**config.mk**
```make
export PLATFORM = sky130hd
export DESIGN_NAME = obwvg_vertex_emit_flat
export DESIGN_NICKNAME = d
export VERILOG_FILES = /design/src/rtl/obwvg_pkg.sv /design/src/rtl/obwvg_vert_if.sv /design/src/rtl/obwvg_vertex_emit.sv /design/src/flat_wrapper.sv
export SDC_FILE = /design/constraint.sdc
export NUM_CORES = 2
export LEC_CHECK = 0
export BUFFER_PORTS_ARGS = -buffer_cell sky130_fd_sc_hd__buf_2
export CAP_MARGIN = 15
export CELL_PAD_IN_SITES_DETAIL_PLACEMENT = 1
export CELL_PAD_IN_SITES_GLOBAL_PLACEMENT = 2
export CORE_MARGIN = 5
export CORE_UTILIZATION = 43
export DETAILED_ROUTE_END_ITERATION = 12
export PLACE_DENSITY_LB_ADDON = 0.1
export SLEW_MARGIN = 30
export SYNTH_ARGS = -nofsm -noshare
export SYNTH_HDL_FRONTEND = slang
export SYNTH_SLANG_ARGS = --single-unit
```
**constraint.sdc**
```tcl
create_clock -name clk -period 12.21 [get_ports clk]
set_input_delay 1.221 -clock clk [delete_from_list [all_inputs] [get_ports clk]]
set_output_delay 1.221 -clock clk [all_outputs]
set_load 0.1 [all_outputs]
```
**src/rtl/obwvg_pkg.sv**
```systemverilog
// Shared package for the oriented box wireframe vertex generator.
// Holds the fixed-point widths, payload types, rotation angle table and the
// edge/corner tables. No dependencies.
`default_nettype none

package obwvg_pkg;

	localparam int TRIG_BITS    = 16;
	localparam int CORDIC_STEPS = 30;
	localparam int VERTS        = 24;
	localparam int CW           = 34;               // CORDIC datapath width
	localparam int TW           = TRIG_BITS + 2;    // rounded sin/cos width
	localparam int PW           = 17 + TW;          // offset times trig product
	localparam int SW           = PW + 1;           // sum of two products
	localparam int RW           = SW - (TRIG_BITS + 1); // rotated offset in 1/256 m
	localparam int STEP_BITS    = $clog2(CORDIC_STEPS);
	localparam int VCNT_BITS    = $clog2(VERTS);
	localparam logic [31:0] CORDIC_GAIN = 32'd652032874;

	typedef logic signed [CW-1:0] cw_t;
	typedef logic signed [TW-1:0] trig_t;
	typedef logic signed [23:0]   coord_t;
	typedef logic [15:0]          dim_t;

	typedef struct packed {
		coord_t cx;
		coord_t cy;
		coord_t cz;
		dim_t   w;
		dim_t   h;
		dim_t   l;
		logic   flip;
	} box_t;

	// atan(2^-i), 2^32 per turn
	function automatic cw_t atan_val(input logic [STEP_BITS-1:0] i);
		logic [31:0] v;
		begin
			case (i)
				5'd0:  v = 32'h20000000;
				5'd1:  v = 32'h12E4051E;
				5'd2:  v = 32'h09FB385B;
				5'd3:  v = 32'h051111D4;
				5'd4:  v = 32'h028B0D43;
				5'd5:  v = 32'h0145D7E1;
				5'd6:  v = 32'h00A2F61E;
				5'd7:  v = 32'h00517C55;
				5'd8:  v = 32'h0028BE53;
				5'd9:  v = 32'h00145F2F;
				5'd10: v = 32'h000A2F98;
				5'd11: v = 32'h000517CC;
				5'd12: v = 32'h00028BE6;
				5'd13: v = 32'h000145F3;
				5'd14: v = 32'h0000A2FA;
				5'd15: v = 32'h0000517D;
				5'd16: v = 32'h000028BE;
				5'd17: v = 32'h0000145F;
				5'd18: v = 32'h00000A30;
				5'd19: v = 32'h00000518;
				5'd20: v = 32'h0000028C;
				5'd21: v = 32'h00000146;
				5'd22: v = 32'h000000A3;
				5'd23: v = 32'h00000051;
				5'd24: v = 32'h00000029;
				5'd25: v = 32'h00000014;
				5'd26: v = 32'h0000000A;
				5'd27: v = 32'h00000005;
				5'd28: v = 32'h00000003;
				5'd29: v = 32'h00000001;
				default: v = 32'h0;
			endcase
			atan_val = cw_t'({2'b00, v});
		end
	endfunction

	// corner of each vertex: FTR FTL FBL FBR BTR BTL BBL BBR = 0..7
	function automatic logic [2:0] edge_corner(input logic [VCNT_BITS-1:0] k);
		begin
			case (k)
				5'd0, 5'd7, 5'd8:          edge_corner = 3'd0;
				5'd1, 5'd2, 5'd11:         edge_corner = 3'd1;
				5'd3, 5'd4, 5'd12:         edge_corner = 3'd2;
				5'd5, 5'd6, 5'd15:         edge_corner = 3'd3;
				5'd9, 5'd17, 5'd18:        edge_corner = 3'd4;
				5'd10, 5'd19, 5'd20:       edge_corner = 3'd5;
				5'd13, 5'd21, 5'd22:       edge_corner = 3'd6;
				5'd14, 5'd16, 5'd23:       edge_corner = 3'd7;
				default:                   edge_corner = 3'd0;
			endcase
		end
	endfunction

	function automatic logic corner_pos_x(input logic [2:0] c);
		corner_pos_x = (c == 3'd0) || (c == 3'd3) || (c == 3'd4) || (c == 3'd7);
	endfunction

	function automatic logic corner_pos_y(input logic [2:0] c);
		corner_pos_y = (c == 3'd0) || (c == 3'd1) || (c == 3'd4) || (c == 3'd5);
	endfunction

	function automatic logic corner_pos_z(input logic [2:0] c);
		corner_pos_z = !c[2];
	endfunction

	function automatic logic [1:0] corner_color(input logic [2:0] c);
		begin
			case (c)
				3'd2, 3'd3: corner_color = 2'd1;
				3'd6, 3'd7: corner_color = 2'd2;
				default:    corner_color = 2'd0;
			endcase
		end
	endfunction

endpackage

`default_nettype wire

```
**src/rtl/obwvg_vert_if.sv**
```systemverilog
// Vertex output channel: valid/ready handshake with one wireframe vertex.
// Depends on nothing.
`default_nettype none

interface obwvg_vert_if;
	logic               valid;
	logic               ready;
	logic signed [23:0] vert_x;
	logic signed [23:0] vert_y;
	logic signed [23:0] vert_z;
	logic [1:0]         color_index;
	logic               last_vertex;

	modport source (output valid, vert_x, vert_y, vert_z, color_index, last_vertex,
		input ready);
	modport sink (input valid, vert_x, vert_y, vert_z, color_index, last_vertex,
		output ready);
endinterface

`default_nettype wire

```
**src/rtl/obwvg_vertex_emit.sv**
```systemverilog
// Vertex emitter: walks the edge endpoints of a box in turn, rotates each
// corner offset and saturates. Depends on obwvg_pkg and obwvg_vert_if.
`default_nettype none

module obwvg_vertex_emit (
	input  wire logic            clk,
	input  wire logic            arst_n,
	input  wire logic            in_valid,
	input  wire obwvg_pkg::box_t in_box,
	input  wire obwvg_pkg::trig_t in_c,
	input  wire obwvg_pkg::trig_t in_s,
	output logic                 in_take,
	obwvg_vert_if.source         vert_out
);

	localparam logic [obwvg_pkg::VCNT_BITS-1:0] LAST_K =
		obwvg_pkg::VCNT_BITS'(obwvg_pkg::VERTS - 1);

	obwvg_pkg::box_t  box_q;
	obwvg_pkg::trig_t c_q, s_q;
	logic             busy_q;
	logic [obwvg_pkg::VCNT_BITS-1:0] cnt_q;

	logic             ven;
	logic             issue;
	logic [2:0]       corner;
	logic signed [16:0] dx2, dy2;
	logic signed [17:0] zoff;

	logic                             valid_s1;
	logic signed [obwvg_pkg::PW-1:0]  pxc_s1, pys_s1, pyc_s1, pxs_s1;
	logic signed [24:0]               vz_s1;
	logic [1:0]                       col_s1;
	logic                             last_s1;
	obwvg_pkg::coord_t                cx_s1, cy_s1;

	logic signed [obwvg_pkg::SW-1:0]  rx, ry;
	logic signed [obwvg_pkg::RW-1:0]  ox, oy;
	logic signed [25:0]               sx, sy;

	function automatic obwvg_pkg::coord_t sat24(input logic signed [25:0] v);
		begin
			if (v > 26'sd8388607)
				sat24 = 24'sh7FFFFF;
			else if (v < -26'sd8388608)
				sat24 = 24'sh800000;
			else
				sat24 = v[23:0];
		end
	endfunction

	assign ven     = !vert_out.valid || vert_out.ready;
	assign issue   = busy_q && ven;
	assign in_take = in_valid && (!busy_q || (issue && cnt_q == LAST_K));

	// box hold and vertex counter
	always_ff @(posedge clk or negedge arst_n) begin
		if (!arst_n) begin
			busy_q <= 1'b0;
			cnt_q  <= '0;
		end else if (in_take) begin
			busy_q <= 1'b1;
			cnt_q  <= '0;
		end else if (issue) begin
			if (cnt_q == LAST_K) begin
				busy_q <= 1'b0;
			end
			cnt_q <= cnt_q + 1'b1;
		end
	end

	always_ff @(posedge clk) begin
		if (in_take) begin
			box_q <= in_box;
			c_q   <= in_c;
			s_q   <= in_s;
		end
	end

	// corner offsets: x and y in 1/512 m, z in 1/256 m
	always_comb begin
		corner = obwvg_pkg::edge_corner(cnt_q);
		dx2 = obwvg_pkg::corner_pos_x(corner) ? $signed({1'b0, box_q.w})
			: -$signed({1'b0, box_q.w});
		dy2 = obwvg_pkg::corner_pos_y(corner) ? $signed({1'b0, box_q.h})
			: -$signed({1'b0, box_q.h});
		zoff = obwvg_pkg::corner_pos_z(corner) ? $signed({2'b00, 16'((17'(box_q.l) + 17'd1) >> 1)})
			: -$signed({3'b000, box_q.l[15:1]});
	end

	// stage 1: products
	always_ff @(posedge clk or negedge arst_n) begin
		if (!arst_n) begin
			valid_s1 <= 1'b0;
		end else if (ven) begin
			valid_s1 <= issue;
		end
	end

	always_ff @(posedge clk) begin
		if (ven) begin
			pxc_s1  <= dx2 * c_q;
			pys_s1  <= dy2 * s_q;
			pyc_s1  <= dy2 * c_q;
			pxs_s1  <= dx2 * s_q;
			vz_s1   <= 25'(box_q.cz) + 25'(zoff);
			col_s1  <= obwvg_pkg::corner_color(corner);
			last_s1 <= (cnt_q == LAST_K);
			cx_s1   <= box_q.cx;
			cy_s1   <= box_q.cy;
		end
	end

	// stage 2: sum, round half up, add centre
	always_comb begin
		rx = obwvg_pkg::SW'(pxc_s1) + obwvg_pkg::SW'(pys_s1)
			+ (obwvg_pkg::SW'(1) <<< obwvg_pkg::TRIG_BITS);
		ry = obwvg_pkg::SW'(pyc_s1) - obwvg_pkg::SW'(pxs_s1)
			+ (obwvg_pkg::SW'(1) <<< obwvg_pkg::TRIG_BITS);
		ox = rx[obwvg_pkg::SW-1:obwvg_pkg::TRIG_BITS+1];
		oy = ry[obwvg_pkg::SW-1:obwvg_pkg::TRIG_BITS+1];
		sx = 26'(cx_s1) + 26'(ox);
		sy = 26'(cy_s1) + 26'(oy);
	end

	always_ff @(posedge clk or negedge arst_n) begin
		if (!arst_n) begin
			vert_out.valid <= 1'b0;
		end else if (ven) begin
			vert_out.valid <= valid_s1;
		end
	end

	always_ff @(posedge clk) begin
		if (ven) begin
			vert_out.vert_x      <= sat24(sx);
			vert_out.vert_y      <= sat24(sy);
			vert_out.vert_z      <= sat24(26'(vz_s1));
			vert_out.color_index <= col_s1;
			vert_out.last_vertex <= last_s1;
		end
	end

endmodule

`default_nettype wire

```
**src/flat_wrapper.sv**
```systemverilog
// flat-port wrapper written by rule: the top's interface ports become plain ports
module obwvg_vertex_emit_flat 
  (clk, arst_n, in_valid, in_box, in_c, in_s, in_take, vert_out_valid, vert_out_vert_x, vert_out_vert_y, vert_out_vert_z, vert_out_color_index, vert_out_last_vertex, vert_out_ready);
  obwvg_vert_if vert_out_i ();
  input  wire logic clk;
  input  wire logic arst_n;
  input  wire logic in_valid;
  input  wire obwvg_pkg::box_t in_box;
  input  wire obwvg_pkg::trig_t in_c;
  input  wire obwvg_pkg::trig_t in_s;
  output logic in_take;
  output wire logic [$bits(vert_out_i.valid)-1:0] vert_out_valid;
  output wire logic [$bits(vert_out_i.vert_x)-1:0] vert_out_vert_x;
  output wire logic [$bits(vert_out_i.vert_y)-1:0] vert_out_vert_y;
  output wire logic [$bits(vert_out_i.vert_z)-1:0] vert_out_vert_z;
  output wire logic [$bits(vert_out_i.color_index)-1:0] vert_out_color_index;
  output wire logic [$bits(vert_out_i.last_vertex)-1:0] vert_out_last_vertex;
  input wire logic [$bits(vert_out_i.ready)-1:0] vert_out_ready;
  assign vert_out_valid = vert_out_i.valid;
  assign vert_out_vert_x = vert_out_i.vert_x;
  assign vert_out_vert_y = vert_out_i.vert_y;
  assign vert_out_vert_z = vert_out_i.vert_z;
  assign vert_out_color_index = vert_out_i.color_index;
  assign vert_out_last_vertex = vert_out_i.last_vertex;
  assign vert_out_i.ready = vert_out_ready;
  obwvg_vertex_emit u_core (.clk(clk), .arst_n(arst_n), .in_valid(in_valid), .in_box(in_box), .in_c(in_c), .in_s(in_s), .in_take(in_take), .vert_out(vert_out_i));
endmodule
```
==> summary.txt <==
Run status
  – Run status: finished clean

Drt
  – WL final: 188000 um
  – WL/cell: 21.1 um
  – Vias per cell: 5.22
  – Via count: 46500
  – Post-route DRC: 0
  – Remaining antenna violation count: 0
  – First DRT Iteration DRCs: 2248
  – Drt first pass iters: 5

Setup path
  – Critical Path RT: around 13 ns
  – CP endpoint kind: flip-flop
  – Startpoint types: flip-flop
  – Crit-path most repeated cell: fa_1
  – Worst setup path class: reg2reg
  – Slowest stage delay, CP: 0.72 ns
  – CP max-delay cell: a221oi_1
  – Worst-path fanout max: 36
  – WP buf/inv: 6
  – Arrival @ worst endpoint: 10.36 ns
  – Largest delay contributor family on the critical path: adder cells

Clocking
  – CTS root buffer: clkbuf_16
  – Cts bufs inserted: between 50 and 60
  – Post-CTS setup buffer count: 0
  – Clock sink count: 455
  – Clk buf depth: 3
  – Post-CTS Hold Buffers: 0
  – Post-cts resize count: 0
  – CTS H-tree depth: 2
  – CTS tree: yes
  – Clock-pin slew on the worst setup and hold paths: 0.06 ns
  – Clock Latency Late Sink: 0.69 ns

Die
  – Starting Density: 43.3%
  – Die Width: around 410 um
  – FP Rows: 145
  – Number of top-level pins: between 200 and 250
  – Core area: 156000 um^2
  – Die Area: roughly 170000 um^2
  – Die Ht: about 400 um

STA
  – FMAX: 100 MHz
  – Max Slew Vio Count: 0
  – Setup WS post-layout: between 2 and 2.5 ns
  – Final Hold Viols: 0
  – Setup violations, final: 0
  – Crit path time final: 9.97 ns
  – Final cycle utilization of the critical path: 81.6%
  – Setup TNS: 0 ns
  – Setup skew after layout: 0.0426 ns
  – RSZ-0062 raised after global routing: false
  – Slew at the pin closest to its max-slew limit: around 1.0 ns
  – Slew HR: between 30% and 40%

Logic synthesis
  – Syn nets: just under 9000
  – Avg Inst Size Synth: 10.2 um^2
  – Seq/Total Area, Yosys: 20.1%
  – Top FF cell, synth: edfxtp_1
  – Cell area after synthesis: between 60000 and 70000 um^2
  – Cells after Synth: 6666
  – Number of enable flip-flop cells after synthesis: 447
  – Synth async-reset ratio: 1.76%
  – Synth cell types: 72
  – Synth Warn #: 0
  – FF+latch count, synth: about 460

Global route
  – Vias in the first global route: roughly 52000
  – Largest net degree at the start of global routing: 140
  – GR Overflow Total: 0
  – Total GRT Usage: 23.6%
  – Initial antenna violation count: 5
  – First-pass GRT wire length: 303000 um

Finish
  – Layout area overhead: 8.56%
  – Most frequent cells in the layout: 1347 x inv_1, 1246 x fa_1, 698 x nand2_1, 567 x ha_1, 447 x edfxtp_1
  – Fin nets: roughly 8800
  – Commonest non-fill, non-tap cell in the layout: inv_1
  – Fraction of layout instances using a drive strength above 1: 6.98%
  – Final design utilization: around 47%

Place
  – Dpl ws: 2.02 ns
  – I/O Buffers: between 200 and 250
  – GP Congestion: 0.831
  – Hpwl dp: roughly 150000 um

Min path
  – Hold Path Class: in2async

Job
  – Max-cap violation count: 0
-- stage by stage --
step           cell area [um^2]  cells  hold WS [ns]
6_report                  73600   8916         0.375
4_1_cts                   73500   8909         0.323
5_1_grt                   73500   8910         0.343
3_3_place_gp              71600   8804         0.402
3_5_place_dp              71700   8805         0.407
2_1_floorplan             67800   6666         0.400
-- registers in the layout, indices dropped and copies added, names as in the netlist, 2 cells and up --
name                         count
u_core.box_q                   120
u_core.c_q                      18
u_core.cnt_q                     5
u_core.col_s1                    2
u_core.cx_s1                    24
u_core.cy_s1                    24
u_core.pxc_s1                   35
u_core.pxs_s1                   35
u_core.pyc_s1                   35
u_core.pys_s1                   35
u_core.s_q                      18
u_core.vert_out.color_index      2
u_core.vert_out.vert_x          24
u_core.vert_out.vert_y          24
u_core.vert_out.vert_z          24
u_core.vz_s1                    25
-- metal layers --
| layer | vias to the layer above | global-route usage (%) | part of all wire [%] |
|---|---|---|---|
| met1 | 24700 | 33.6 | 47 |
| met3 | 158 | 2.50 | 3.3 |
| met5 | - | 0 | 0 |
| li1 | 21000 | - | - |
| met4 | 0 | 4.16 | 1.7 |
| met2 | 635 | 39.6 | 48 |
-- final timing paths --
check / startpoint / end / slack, ns / depth (start not counted)
min in group clk: u_core.box_q[113]$_DFFE_PP_ / u_core.cx_s1[16]$_DFFE_PP_ / 0.42 / 0
worst max register to register: u_core.cnt_q[1]$_DFFE_PN0P_ / u_core.pyc_s1[34]$_DFFE_PP_ / 2.24 / 30
max in group asynchronous: arst_n / u_core.cnt_q[0]$_DFFE_PN0P_ / 11.62 / 1
worst min register to register: u_core.box_q[113]$_DFFE_PP_ / u_core.cx_s1[16]$_DFFE_PP_ / 0.42 / 0
worst min-delay path: arst_n / u_core.vert_out.valid$_DFFE_PN0P_ / 0.38 / 1
worst max-delay path: u_core.cnt_q[1]$_DFFE_PN0P_ / u_core.pyc_s1[34]$_DFFE_PP_ / 2.24 / 30
-- cell type report --
class                           instances  area [um^2]
Inverter                             1348         5070
Multi-Input combinational cell       4618        48500
Fill cell                           17300        82800
Clock inverter                         34          357
Tap cell                             2058         2570
Timing Repair Buffer                  327         1900
Sequential cell                       455        13600
Clock buffer                           70         1480
Antenna cell                            6         15.0
-- cell usage after synthesis, types with 8 or more instances --
library cell	instances	area, um^2
o31ai_1	12	90.1
a21oi_1	229	1150
or3_1	15	93.8
inv_1	1348	5060
dfrtp_1	8	200
nor2_1	188	706
o21bai_1	23	173
fa_1	1247	25000
nor2b_1	253	1580
ha_1	567	7090
o22ai_1	9	56.3
or4_1	9	67.6
nand2b_1	82	513
o21ai_0	158	791
and4_1	11	96.3
nand3_1	41	205
or2_2	19	119
edfxtp_1	447	13400
xor2_1	81	709
a211oi_1	38	285
and2b_1	13	97.6
nand4_1	20	125
o21a_1	40	300
and2_1	339	2120
a31oi_1	15	93.8
a21o_1	79	593
o211ai_1	23	173
o31a_1	12	105
clkbuf_1	244	916
xnor2_1	199	1740
and3_1	30	188
nand2_1	698	2620
nor3_1	43	215
-- kinds of logic after synthesis --
kind of cell    Yosys count  synth area share, %
fa+ha+maj              1817                 47.4
simple gates           1782                 13.1
buf+inv                1593                 8.82
compound gates          731                 6.84
flops                   455                 20.1
xor+xnor                280                 3.62
mux                       8                0.120
Power is left out: the tool's default activity adds up to more than one toggle a clock period on the data nets, which glitch-free logic cannot reach.
