--- src/rtl/obwvg_pkg.sv ---
// Shared package for the oriented box wireframe vertex generator.
// Holds the fixed-point widths, payload types, rotation angle table and the
// edge/corner tables. No dependencies.
`default_nettype none

package obwvg_pkg;

	localparam int TRIG_BITS    = 16;
	localparam int CORDIC_STEPS = 30;
	localparam int VERTS        = 24;
	localparam int CW           = 34;               // CORDIC datapath width
	localparam int TW           = TRIG_BITS + 2;    // rounded sin/cos width
	localparam int PW           = 17 + TW;          // offset times trig product
	localparam int SW           = PW + 1;           // sum of two products
	localparam int RW           = SW - (TRIG_BITS + 1); // rotated offset in 1/256 m
	localparam int STEP_BITS    = $clog2(CORDIC_STEPS);
	localparam int VCNT_BITS    = $clog2(VERTS);
	localparam logic [31:0] CORDIC_GAIN = 32'd652032874;

	typedef logic signed [CW-1:0] cw_t;
	typedef logic signed [TW-1:0] trig_t;
	typedef logic signed [23:0]   coord_t;
	typedef logic [15:0]          dim_t;

	typedef struct packed {
		coord_t cx;
		coord_t cy;
		coord_t cz;
		dim_t   w;
		dim_t   h;
		dim_t   l;
		logic   flip;
	} box_t;

	// atan(2^-i), 2^32 per turn
	function automatic cw_t atan_val(input logic [STEP_BITS-1:0] i);
		logic [31:0] v;
		begin
			case (i)
				5'd0:  v = 32'h20000000;
				5'd1:  v = 32'h12E4051E;
				5'd2:  v = 32'h09FB385B;
				5'd3:  v = 32'h051111D4;
				5'd4:  v = 32'h028B0D43;
				5'd5:  v = 32'h0145D7E1;
				5'd6:  v = 32'h00A2F61E;
				5'd7:  v = 32'h00517C55;
				5'd8:  v = 32'h0028BE53;
				5'd9:  v = 32'h00145F2F;
				5'd10: v = 32'h000A2F98;
				5'd11: v = 32'h000517CC;
				5'd12: v = 32'h00028BE6;
				5'd13: v = 32'h000145F3;
				5'd14: v = 32'h0000A2FA;
				5'd15: v = 32'h0000517D;
				5'd16: v = 32'h000028BE;
				5'd17: v = 32'h0000145F;
				5'd18: v = 32'h00000A30;
				5'd19: v = 32'h00000518;
				5'd20: v = 32'h0000028C;
				5'd21: v = 32'h00000146;
				5'd22: v = 32'h000000A3;
				5'd23: v = 32'h00000051;
				5'd24: v = 32'h00000029;
				5'd25: v = 32'h00000014;
				5'd26: v = 32'h0000000A;
				5'd27: v = 32'h00000005;
				5'd28: v = 32'h00000003;
				5'd29: v = 32'h00000001;
				default: v = 32'h0;
			endcase
			atan_val = cw_t'({2'b00, v});
		end
	endfunction

	// corner of each vertex: FTR FTL FBL FBR BTR BTL BBL BBR = 0..7
	function automatic logic [2:0] edge_corner(input logic [VCNT_BITS-1:0] k);
		begin
			case (k)
				5'd0, 5'd7, 5'd8:          edge_corner = 3'd0;
				5'd1, 5'd2, 5'd11:         edge_corner = 3'd1;
				5'd3, 5'd4, 5'd12:         edge_corner = 3'd2;
				5'd5, 5'd6, 5'd15:         edge_corner = 3'd3;
				5'd9, 5'd17, 5'd18:        edge_corner = 3'd4;
				5'd10, 5'd19, 5'd20:       edge_corner = 3'd5;
				5'd13, 5'd21, 5'd22:       edge_corner = 3'd6;
				5'd14, 5'd16, 5'd23:       edge_corner = 3'd7;
				default:                   edge_corner = 3'd0;
			endcase
		end
	endfunction

	function automatic logic corner_pos_x(input logic [2:0] c);
		corner_pos_x = (c == 3'd0) || (c == 3'd3) || (c == 3'd4) || (c == 3'd7);
	endfunction

	function automatic logic corner_pos_y(input logic [2:0] c);
		corner_pos_y = (c == 3'd0) || (c == 3'd1) || (c == 3'd4) || (c == 3'd5);
	endfunction

	function automatic logic corner_pos_z(input logic [2:0] c);
		corner_pos_z = !c[2];
	endfunction

	function automatic logic [1:0] corner_color(input logic [2:0] c);
		begin
			case (c)
				3'd2, 3'd3: corner_color = 2'd1;
				3'd6, 3'd7: corner_color = 2'd2;
				default:    corner_color = 2'd0;
			endcase
		end
	endfunction

endpackage

`default_nettype wire

--- src/rtl/obwvg_cordic_cell.sv ---
// One CORDIC rotation cell of the sine/cosine chain, carrying the box along.
// Depends on obwvg_pkg.
`default_nettype none

module obwvg_cordic_cell (
	input  wire logic                               clk,
	input  wire logic                               arst_n,
	input  wire logic                               en,
	input  wire logic [obwvg_pkg::STEP_BITS-1:0]    step,
	input  wire logic                               in_valid,
	input  wire obwvg_pkg::cw_t                     in_x,
	input  wire obwvg_pkg::cw_t                     in_y,
	input  wire obwvg_pkg::cw_t                     in_z,
	input  wire obwvg_pkg::box_t                    in_box,
	output logic                                    out_valid,
	output obwvg_pkg::cw_t                          out_x,
	output obwvg_pkg::cw_t                          out_y,
	output obwvg_pkg::cw_t                          out_z,
	output obwvg_pkg::box_t                         out_box
);

	obwvg_pkg::cw_t xs, ys, ang, nx, ny, nz;

	// rotate toward zero residual angle
	always_comb begin
		xs  = in_x >>> step;
		ys  = in_y >>> step;
		ang = obwvg_pkg::atan_val(step);
		if (!in_z[obwvg_pkg::CW-1]) begin
			nx = in_x - ys;
			ny = in_y + xs;
			nz = in_z - ang;
		end else begin
			nx = in_x + ys;
			ny = in_y - xs;
			nz = in_z + ang;
		end
	end

	always_ff @(posedge clk or negedge arst_n) begin
		if (!arst_n) begin
			out_valid <= 1'b0;
		end else if (en) begin
			out_valid <= in_valid;
		end
	end

	// hold while the chain is stalled
	always_ff @(posedge clk) begin
		if (en) begin
			out_x   <= nx;
			out_y   <= ny;
			out_z   <= nz;
			out_box <= in_box;
		end
	end

endmodule

`default_nettype wire

--- config.mk ---
export PLATFORM = sky130hd
export DESIGN_NAME = obwvg_cordic_cell
export DESIGN_NICKNAME = d
export VERILOG_FILES = /design/src/rtl/obwvg_pkg.sv /design/src/rtl/obwvg_cordic_cell.sv
export SDC_FILE = /design/constraint.sdc
export NUM_CORES = 1
export LEC_CHECK = 0
export BUFFER_PORTS_ARGS = -buffer_cell sky130_fd_sc_hd__buf_4
export CAP_MARGIN = 10
export CELL_PAD_IN_SITES_DETAIL_PLACEMENT = 0
export CELL_PAD_IN_SITES_GLOBAL_PLACEMENT = 1
export CORE_UTILIZATION = 46
export CTS_CLUSTER_DIAMETER = 40
export DETAILED_ROUTE_END_ITERATION = 8
export MAX_ROUTING_LAYER = met4
export PLACE_DENSITY = 0.95
export SLEW_MARGIN = 20
export SYNTH_ARGS = -nofsm -noshare
export SYNTH_HDL_FRONTEND = slang
export SYNTH_SLANG_ARGS = --single-unit
--- constraint.sdc ---
create_clock -name clk -period 1.15 [get_ports clk]
set_input_delay 0.23 -clock clk [delete_from_list [all_inputs] [get_ports clk]]
set_output_delay 0.23 -clock clk [all_outputs]
set_load 0.05 [all_outputs]
==> key figures, run 1 <==
Run status
  • Last stage the flow got to: 5_1_grt
  • Error message: [ERROR GRT-0232] Routing congestion too high. Check the congestion heatmap in the GUI.
  • Run status: aborted with a tool error

Synthesis
  • Yosys cell types: 106
  • Top-area cell type share of the netlist area: 34.5%
  • Net count of the mapped netlist: 2244
  • Yosys top cell by area: sky130_fd_sc_hd__edfxtp_1
  • Total of warnings raised by yosys: 0
  • Largest cells by area after synthesis: sky130_fd_sc_hd__edfxtp_1 34%, sky130_fd_sc_hd__mux4_2 8.7%, sky130_fd_sc_hd__ha_1 7.1%, sky130_fd_sc_hd__xnor2_1 5.4%, sky130_fd_sc_hd__a21oi_1 4.0%
  • Post-Synthesis Cells: 1899
  • Share of flip-flops with an asynchronous set or reset after synthesis: 0.446%
  • Synth Cell Area: 19400 um2
  • Most common flop cell mapped by yosys: sky130_fd_sc_hd__edfxtp_1
  • Seq cells post-synth: 224
  • Number of enable-type register cells in the synthesized netlist: 223
  • Post-synthesis average cell area: 10.2 um2
  • Seq/Total Area, Yosys: 34.6%

Floorplan
  • Initial standard-cell utilization of the core: 47.2%
  • Row cnt: 74
  • Chip Height: 208 um
  • Num ports: 456
  • Die boundary width: 208 um

Clock tree
  • Master cell of the clock root buffer: sky130_fd_sc_hd__clkbuf_16
  • Cts bufs inserted: 34
  • Number of sinks on the clock net: 224
  • H-tree lvl count: 2
  • Clk buf depth: 3

GRT
  • Maximum number of pins on one net before global-route repair: 65
  • Tot GR Track Use: 77.1%
  • Total grt overflow: 254

Placed design
  • Placed insts: 3538
  • Placement Setup Slack: -4.36 ns
  • Final weighted congestion in routability-driven placement: 1.26
  • DPL Wire Length: 67200 um
  • IO Port Bufs: 455

Timing
  • Worst endpoint type: register input
  • Final worst endpoint reported by repair_timing after global routing: out_y[33]$_DFFE_PP_/D
==> cell families after synthesis <==
family / after synthesis / synth area share (%)
simple gates: 507 / 12.9
buf+inv: 157 / 3.97
xor+xnor: 173 / 7.87
fa+ha+maj: 113 / 7.39
mux: 167 / 14.0
flops: 224 / 34.6
compound gates: 558 / 19.2
==> synthesized netlist by cell type, types with 42 or more instances <==
master / n
sky130_fd_sc_hd__a21oi_1: 154
sky130_fd_sc_hd__ha_1: 110
sky130_fd_sc_hd__mux4_2: 75
sky130_fd_sc_hd__nor2_1: 137
sky130_fd_sc_hd__xnor2_1: 119
sky130_fd_sc_hd__o21ai_0: 99
sky130_fd_sc_hd__clkbuf_1: 42
sky130_fd_sc_hd__xor2_1: 53
sky130_fd_sc_hd__inv_1: 55
sky130_fd_sc_hd__mux2i_1: 58
sky130_fd_sc_hd__nand2_1: 151
sky130_fd_sc_hd__edfxtp_1: 223
sky130_fd_sc_hd__a21o_1: 44
==> per-stage QoR <==
stage	setup TNS [ns]	instance area (um2)	hold WS [ns]
after detailed placement	-344.05	29200	0.00861
after floorplan	-323.77	19900	-0.0656
after global placement	-332.93	29200	0.00550
after CTS	-307.97	34100	-0.0397
==> layer usage <==
metal | GRT overflow | track usage (%)
met1 | 9 | 75.4
met2 | 167 | 92.0
met3 | 11 | 62.4
met4 | 67 | 73.5
met5 | - | -
==> repair_timing <==
item	in CTS
pin swaps	181
setup buffers	143
endpoints found under the hold margin	126
setup endpoints to repair	326
hold buffers	124
resized for setup	354
cloned	5
==> run 2: changes to the inputs <==
--- a/config.mk
+++ b/config.mk
@@ -7,13 +7,9 @@
 export LEC_CHECK = 0
 export BUFFER_PORTS_ARGS = -buffer_cell sky130_fd_sc_hd__buf_4
 export CAP_MARGIN = 10
-export CELL_PAD_IN_SITES_DETAIL_PLACEMENT = 0
-export CELL_PAD_IN_SITES_GLOBAL_PLACEMENT = 1
-export CORE_UTILIZATION = 46
-export CTS_CLUSTER_DIAMETER = 40
+export CORE_UTILIZATION = 40
 export DETAILED_ROUTE_END_ITERATION = 8
-export MAX_ROUTING_LAYER = met4
-export PLACE_DENSITY = 0.95
+export PLACE_DENSITY_LB_ADDON = 0.15
 export SLEW_MARGIN = 20
 export SYNTH_ARGS = -nofsm -noshare
 export SYNTH_HDL_FRONTEND = slang
==> run 2 against run 1 <==
Synthesized cell count is the same. Synthesized area unchanged. The flow now finishes, with violations (negative hold slack, negative setup slack).
==> key figures, run 2 <==
Clock tree
  • Cts bufs inserted: 26
  • Clock tree from TritonCTS: done
  • Hold-fix buffers, CTS: 125
  • Clk buf depth: 3
  • Clock Pin Slew Worst Setup and Hold Paths: 0.06 ns
  • Master cell of the clock root buffer: sky130_fd_sc_hd__clkbuf_16
  • Clock latency of the later-clocked register in the worst-skew pair: 0.59 ns
  • H-tree lvl count: 1
  • Number of sinks on the clock net: 224

Timing
  • Peak clock frequency supported by timing: 202 MHz
  • Crit path setup slack, layout: -3.81 ns
  • Setup violations, final: 326
  • Share of the clock period used by the worst path: 431%
  • Worst slew margin relative to its limit: 46.4%
  • Actual slew at the worst max-slew pin: 0.795 ns
  • Post-route clock skew: 0 ns
  • Number of max-slew violations in the final report: 0
  • RSZ-0062 raised after global routing: yes
  • Hold slack final: -0.0147 ns
  • Final period demand of the worst path: 4.96 ns
  • Final Hold Viols: 1

Placed design
  • DPL Wire Length: 73100 um
  • Placement Setup Slack: -4.66 ns
  • IO Port Bufs: 455
  • Final weighted congestion in routability-driven placement: 1.00

Power and ir drop
  • Portion of total power attributed to combinational logic: 59.1%
  • Leakage power figure: 0.0158 uW
  • Sequential power share: 23.5%
  • Internal: 28600 uW
  • Switching pwr: 20500 uW
  • Tot Pwr: 49000 uW
  • Clock share of power: 17.4%
  • Power density over cell area: 1370 nW/um2
  • Sw Share: 41.7%
  • Max VDD drop: 1.26 mV

Synthesis
  • Post-Synthesis Cells: 1899
  • Synth Cell Area: 19400 um2
  • Number of enable-type register cells in the synthesized netlist: 223
  • Share of flip-flops with an asynchronous set or reset after synthesis: 0.446%
  • Seq/Total Area, Yosys: 34.6%
  • Top-area cell type share of the netlist area: 34.5%
  • Yosys top cell by area: sky130_fd_sc_hd__edfxtp_1
  • Ranking of synthesized cells by instance count: 223 x sky130_fd_sc_hd__edfxtp_1, 154 x sky130_fd_sc_hd__a21oi_1, 151 x sky130_fd_sc_hd__nand2_1
  • Seq cells post-synth: 224
  • Library cell with the highest instance count after synthesis: sky130_fd_sc_hd__edfxtp_1
  • Net count of the mapped netlist: 2244
  • Largest cells by area after synthesis: sky130_fd_sc_hd__edfxtp_1 34%, sky130_fd_sc_hd__mux4_2 8.7%, sky130_fd_sc_hd__ha_1 7.1%, sky130_fd_sc_hd__xnor2_1 5.4%, sky130_fd_sc_hd__a21oi_1 4.0%
  • Most common flop cell mapped by yosys: sky130_fd_sc_hd__edfxtp_1
  • Yosys cell types: 106
  • Post-synthesis average cell area: 10.2 um2
  • Total of warnings raised by yosys: 0

Critical path
  • Max stage delay on crit path: 0.54 ns
  • Worst flop-to-flop path startpoint: out_valid
  • Sequence of cells on the critical path: buf_16 > mux4_2 > and2_4 > a31o_1 > mux4_2 > nand4bb_4 > or4_4 > inv_4 > a21oi_2 > xor2_1 > ha_1 > or3_1 > o21ai_1 > a21oi_2 > a221o_1 > a31oi_4 > a211oi_4 > a221oi_2 > xnor2_1
  • Number of buffer and inverter stages on the critical path: 2
  • Data required time of the critical path: 1.45 ns
  • Largest delay contributor family on the critical path: compound AO/OA/AOI/OAI gates
  • CP Class: input pin to flip-flop
  • Type of destination of the critical path: flip-flop
  • Data arrival, critical path: 5.26 ns
  • FF-to-FF setup slack: 0.34 ns
  • End of the worst register-to-register path: out_valid
  • Critical-path cell with the highest stage delay: sky130_fd_sc_hd__mux4_2
  • Length in cells of the worst reg-to-reg path: 1
  • Startpoint type of the worst setup path: input pin
  • Largest fanout on the critical path: 7
  • Path length in cells of the critical path: 19

Run status
  • Violations in the final reports: negative hold slack, negative setup slack
  • Run status: finished with violations

Min path
  • Worst min path class: input pin to flip-flop
  • Hold-critical path depth: 2
  • End of the worst hold path: out_z[0]
  • Hold_sp: in_z[0]

Floorplan
  • Initial standard-cell utilization of the core: 40.6%
  • Row cnt: 80
  • Std-Cell Core Area: 47800 um2
  • Die ar.: 49500 um2
  • Num ports: 456
  • Chip Height: 222 um
  • Die boundary width: 222 um

Layout
  • Most common cell after layout, fill and taps aside: sky130_fd_sc_hd__buf_4
  • Commonest non-fill, non-tap cells in the layout: 1256 x sky130_fd_sc_hd__buf_4, 223 x sky130_fd_sc_hd__edfxtp_1, 134 x sky130_fd_sc_hd__nand2_1, 129 x sky130_fd_sc_hd__buf_6, 125 x sky130_fd_sc_hd__dlygate4sd3_1
  • Fraction of layout cells with a size suffix above 1: 57.3%
  • FILL cells: 3187
  • Most flops, register: out_box
  • Final layout net count: 3728
  • Flip-flop count of the largest register after layout: 121
  • Area delta synth->final: 83.6%

Routing
  • Via count of the routed design: 23569
  • ANT nets after route: 0
  • Routed wire length: 105000 um
  • TritonRoute pass-1 iters: 6
  • Number of DRC violations after detailed routing: 0
  • Via density: 5.87
  • Post-detailed-route wirelength per cell: 26.1 um
  • DRC violation total after the first TritonRoute iteration: 2037

GRT
  • Maximum number of pins on one net before global-route repair: 62
  • Global-route wire length before repair: 144000 um
  • Total grt overflow: 0
  • Via count of the first global-routing pass: 23054
  • Tot GR Track Use: 38.4%
  • Initial antenna violation count: 3

Run
  • # Max-Cap Violations: 0
[run 2: cell counts after synthesis]
No cell type changed its count.
[run 2: worst max path at each step]
stage	start	end	slack, ns
finish	step[0]	out_y[32]	-3.81
floorplan	step[0]	out_x[33]	-4.12
detailed placement	step[0]	out_x[33]	-4.66
global route	step[1]	out_y[33]	-3.90
CTS	step[0]	out_y[32]	-3.52
global placement	step[0]	out_x[33]	-4.66
[run 2: what timing repair did]
item | CTS | global route
resized for setup | 272 | 266
hold endpoints to repair | 127 | 1
setup endpoints to repair | 326 | 326
pin swaps | 109 | 164
setup buffers | 93 | 85
gates cloned | 4 | 0
[run 2: per-stage QoR]
step | std cells | setup TNS, ns | cell area [um2] | hold WS (ns) | util, %
global route | 4016 | -347.50 | 35700 | -0.0151 | 74.5
CTS | 3950 | -317.32 | 34000 | -0.0313 | 71.0
global placement | 3694 | -360.07 | 30000 | 0.00626 | 62.7
detailed placement | 3694 | -365.30 | 30000 | 0.0101 | 62.7
floorplan | 1899 | -323.77 | 19900 | -0.0656 | -
finish | 4016 | -333.34 | 35700 | -0.0147 | 74.5
[run 2: area by class of cell]
cell class | count | area [um2] | area share, %
multi-input cells | 1518 | 14000 | 39.3
repair buffers | 1557 | 13100 | 36.7
flip-flops and latches | 224 | 6720 | 18.8
well taps | 615 | 769 | 2.16
clock buffers | 27 | 654 | 1.83
inverters | 56 | 221 | 0.621
clock inverters | 16 | 179 | 0.502
diodes | 3 | 7.51 | 0.0210
[run 2: kinds of logic (layout without fill, tap and decap cells)]
logic type,count (synthesis),after routing,synth area share (%)
compound gates,558,558,19.2
flops,224,224,34.6
other cells,0,3,0
buf+inv,157,1656,3.97
simple gates,507,507,12.9
xor+xnor,173,173,7.87
fa+ha+maj,113,113,7.39
mux,167,167,14.0
[run 2: power groups by stage]
stage | combinational, uW | clock [uW] | sequential (uW)
detailed placement | 23600 | 0 | 11500
finish | 29000 | 8540 | 11500
global route | 30000 | 8860 | 11600
global placement | 23300 | 0 | 11500
CTS | 26100 | 8430 | 11400
floorplan | 8390 | 0 | 16200
[run 2: metal layers]
layer | wire length [um] | up-vias | part of all wire (%) | global-route usage (%)
met5 | 0 | - | 0 | 0
met4 | 5990 | 0 | 5.7 | 15.2
met3 | 8490 | 323 | 8.1 | 5.98
met2 | 49600 | 1364 | 47 | 64.8
met1 | 40800 | 11592 | 39 | 49.2
li1 | - | 10290 | - | -
No activity file was read; power rests on OpenSTA's default activity.
==> run 3: changes to the inputs <==
--- a/config.mk
+++ b/config.mk
@@ -7,7 +7,7 @@
 export LEC_CHECK = 0
 export BUFFER_PORTS_ARGS = -buffer_cell sky130_fd_sc_hd__buf_4
 export CAP_MARGIN = 10
-export CORE_UTILIZATION = 40
+export CORE_UTILIZATION = 35
 export DETAILED_ROUTE_END_ITERATION = 8
 export PLACE_DENSITY_LB_ADDON = 0.15
 export SLEW_MARGIN = 20
==> run 3 against run 2 <==
The run still ends with negative hold slack, negative setup slack left. Wire length fell by 9.9%. Final area is 1.0% lower. Clock power decreased by 2%. Sequential share of layout area grew 0.19 points. Power is 3.2% lower. Register-to-register slack improved by 0.04 ns. Sequential cell count unchanged. Critical path type unchanged. Critical endpoint is now out_y[33]. Largest cell class unchanged. Largest power group unchanged. Highest routed layer unchanged.
==> key figures, run 3 (synthesis results as in run 2) <==
Critical path
  • Critical-path cell with the highest stage delay: sky130_fd_sc_hd__mux4_2
  • FF-to-FF setup slack: 0.38 ns
  • End of the worst register-to-register path: out_valid
  • Worst flop-to-flop path startpoint: out_valid
  • First element of the critical path: step[0]
  • Data required time of the critical path: 1.46 ns
  • Sequence of cells on the critical path: buf_16 > buf_12 > buf_12 > mux4_2 > and2_4 > a31o_1 > mux4_2 > nor3b_2 > and4bb_2 > nor2b_2 > a21oi_1 > xor2_1 > ha_1 > a21oi_2 > nand2_2 > a2111o_1 > a221o_1 > a31oi_4 > o21a_1 > a21oi_2 > a31oi_1 > o21ai_1 > xnor2_1
  • Max stage delay on crit path: 0.53 ns
  • Type of destination of the critical path: flip-flop
  • CP Class: input pin to flip-flop
  • Startpoint type of the worst setup path: input pin
  • Number of buffer and inverter stages on the critical path: 3
  • Largest fanout on the critical path: 4
  • Data arrival, critical path: 5.11 ns
  • Length in cells of the worst reg-to-reg path: 1
  • Timing endpoint of the critical path: out_y[33]
  • Largest delay contributor family on the critical path: compound AO/OA/AOI/OAI gates
  • Path length in cells of the critical path: 23

Placed design
  • DPL Wire Length: 73700 um
  • IO Port Bufs: 455
  • Final weighted congestion in routability-driven placement: 0.961
  • Placed insts: 3844

Run status
  • Run status: finished with violations
  • Violations in the final reports: negative hold slack, negative setup slack

Routing
  • DRC violation total after the first TritonRoute iteration: 1451
  • TritonRoute pass-1 iters: 5
  • Number of DRC violations after detailed routing: 0
  • Via density: 5.38
  • ANT nets after route: 0
  • Post-detailed-route wirelength per cell: 22.9 um
  • Via count of the routed design: 22223
  • Routed wire length: 94500 um

Power and ir drop
  • Power density over cell area: 1340 nW/um2
  • Sequential power share: 23.9%
  • Portion of total power attributed to combinational logic: 58.4%
  • Sw Share: 40.5%
  • Internal: 28300 uW
  • Clock share of power: 17.6%
  • Switching pwr: 19200 uW
  • Tot Pwr: 47400 uW
  • Max VDD drop: 1.29 mV
  • Leakage power figure: 0.0157 uW

Floorplan
  • Die ar.: 56500 um2
  • Die boundary width: 238 um
  • Initial standard-cell utilization of the core: 35.7%
  • Row cnt: 85
  • Num ports: 456
  • Std-Cell Core Area: 54300 um2
  • Chip Height: 238 um

Timing
  • Worst slew margin relative to its limit: 59.4%
  • Hold slack final: -0.0106 ns
  • Post-route clock skew: 0 ns
  • Share of the clock period used by the worst path: 417%
  • Crit path setup slack, layout: -3.65 ns
  • Number of max-slew violations in the final report: 0
  • Final period demand of the worst path: 4.80 ns
  • Final Hold Viols: 2
  • Actual slew at the worst max-slew pin: 0.607 ns
  • RSZ-0062 raised after global routing: yes
  • Setup violations, final: 326
  • Peak clock frequency supported by timing: 208 MHz

GRT
  • Tot GR Track Use: 32.0%
  • Initial antenna violation count: 1
  • Via count of the first global-routing pass: 22469
  • Total grt overflow: 0
  • Maximum number of pins on one net before global-route repair: 30
  • Global-route wire length before repair: 137000 um

Layout
  • Most flops, register: out_box
  • Most common cell after layout, fill and taps aside: sky130_fd_sc_hd__buf_4
  • Finished Layout Cells: 4133
  • Commonest non-fill, non-tap cells in the layout: 1267 x sky130_fd_sc_hd__buf_4, 223 x sky130_fd_sc_hd__edfxtp_1, 138 x sky130_fd_sc_hd__nand2_1, 124 x sky130_fd_sc_hd__dlygate4sd3_1, 118 x sky130_fd_sc_hd__buf_6
  • Footprint of the multi-input gates: 13700 um2
  • Fraction of layout cells with a size suffix above 1: 56.5%
  • Storage element area: 6720 um2
  • FILL cells: 4255
  • Area delta synth->final: 81.7%
  • Final layout net count: 3718
  • Flip-flop count of the largest register after layout: 121

Clock tree
  • Clk buf depth: 3
  • Clock tree from TritonCTS: done
  • Master cell of the clock root buffer: sky130_fd_sc_hd__clkbuf_16
  • Cts bufs inserted: 26
  • Clock Pin Slew Worst Setup and Hold Paths: 0.06 ns
  • Hold-fix buffers, CTS: 124
  • Clock latency of the later-clocked register in the worst-skew pair: 0.56 ns
  • H-tree lvl count: 1
  • Number of sinks on the clock net: 224

Run
  • # Max-Cap Violations: 0

Min path
  • Worst min path class: input pin to flip-flop
[run 3: cell types whose count changed in the layout (fill, tap and decap cells not counted), moves of 5 or more]
cell / before / now
sky130_fd_sc_hd__a21oi_1: 81 / 95
sky130_fd_sc_hd__a21oi_2: 60 / 51
sky130_fd_sc_hd__a21oi_4: 13 / 8
sky130_fd_sc_hd__a221oi_2: 5 / 10
sky130_fd_sc_hd__buf_12: 38 / 32
sky130_fd_sc_hd__buf_4: 1256 / 1267
sky130_fd_sc_hd__buf_6: 129 / 118
sky130_fd_sc_hd__clkinvlp_4: 2 / 7
sky130_fd_sc_hd__nor2_2: 22 / 27
[run 3: what timing repair did]
action / 4_1_cts / 5_1_grt
pin swaps: 114 / 121
buffers inserted: 66 / 70
gates cloned: 3 / 0
endpoints found under the setup margin: 326 / 326
gates resized for setup: 260 / 195
endpoints found under the hold margin: 125 / 2
[run 3: worst min path at each step]
stage,startpoint,endpoint,slack [ns],depth (start not counted)
after global routing,in_x[0],out_x[0],-0.03,2
after floorplan,arst_n,out_valid,-0.07,0
after CTS,in_x[0],out_x[0],-0.04,2
final,in_z[0],out_z[0],-0.01,2
after detailed placement,arst_n,out_valid,0.008,1
after global placement,arst_n,out_valid,0.007,1
[run 3: through the flow]
step / util [%] / setup slack (ns) / setup TNS, ns / instance area, um2
CTS: 62.7 / -3.60 / -322.62 / 34100
floorplan: - / -4.12 / -323.77 / 19900
finish: 65.0 / -3.65 / -327.26 / 35300
global route: 65.0 / -3.84 / -347.12 / 35300
detailed placement: 55.7 / -4.56 / -365.63 / 30300
global placement: 55.7 / -4.50 / -359.07 / 30300
[run 3: power groups by stage]
stage                     clock (uW)  combinational, uW  sequential, uW
after CTS                       8520              26000           11300
after detailed placement           0              23600           11500
after global placement             0              23500           11400
after floorplan                    0               8390           16200
final                           8370              27700           11400
after global routing            8870              29100           11500
[run 3: layout make-up]
type                    instances  area share (%)
multi-input cells            1518            38.8
repair buffers               1547            36.5
flip-flops and latches        224            19.0
well taps                     739            2.62
clock buffers                  29            1.93
inverters                      56           0.620
clock inverters                19           0.500
diodes                          1         0.00709
[run 3: routing by layer]
layer / track usage, % / up-vias / routed length (um)
met1: 41.1 / 10880 / 38700
met5: 0 / - / 0
met4: 11.4 / 0 / 3620
li1: - / 10277 / -
met3: 4.31 / 157 / 6290
met2: 55.0 / 909 / 45900
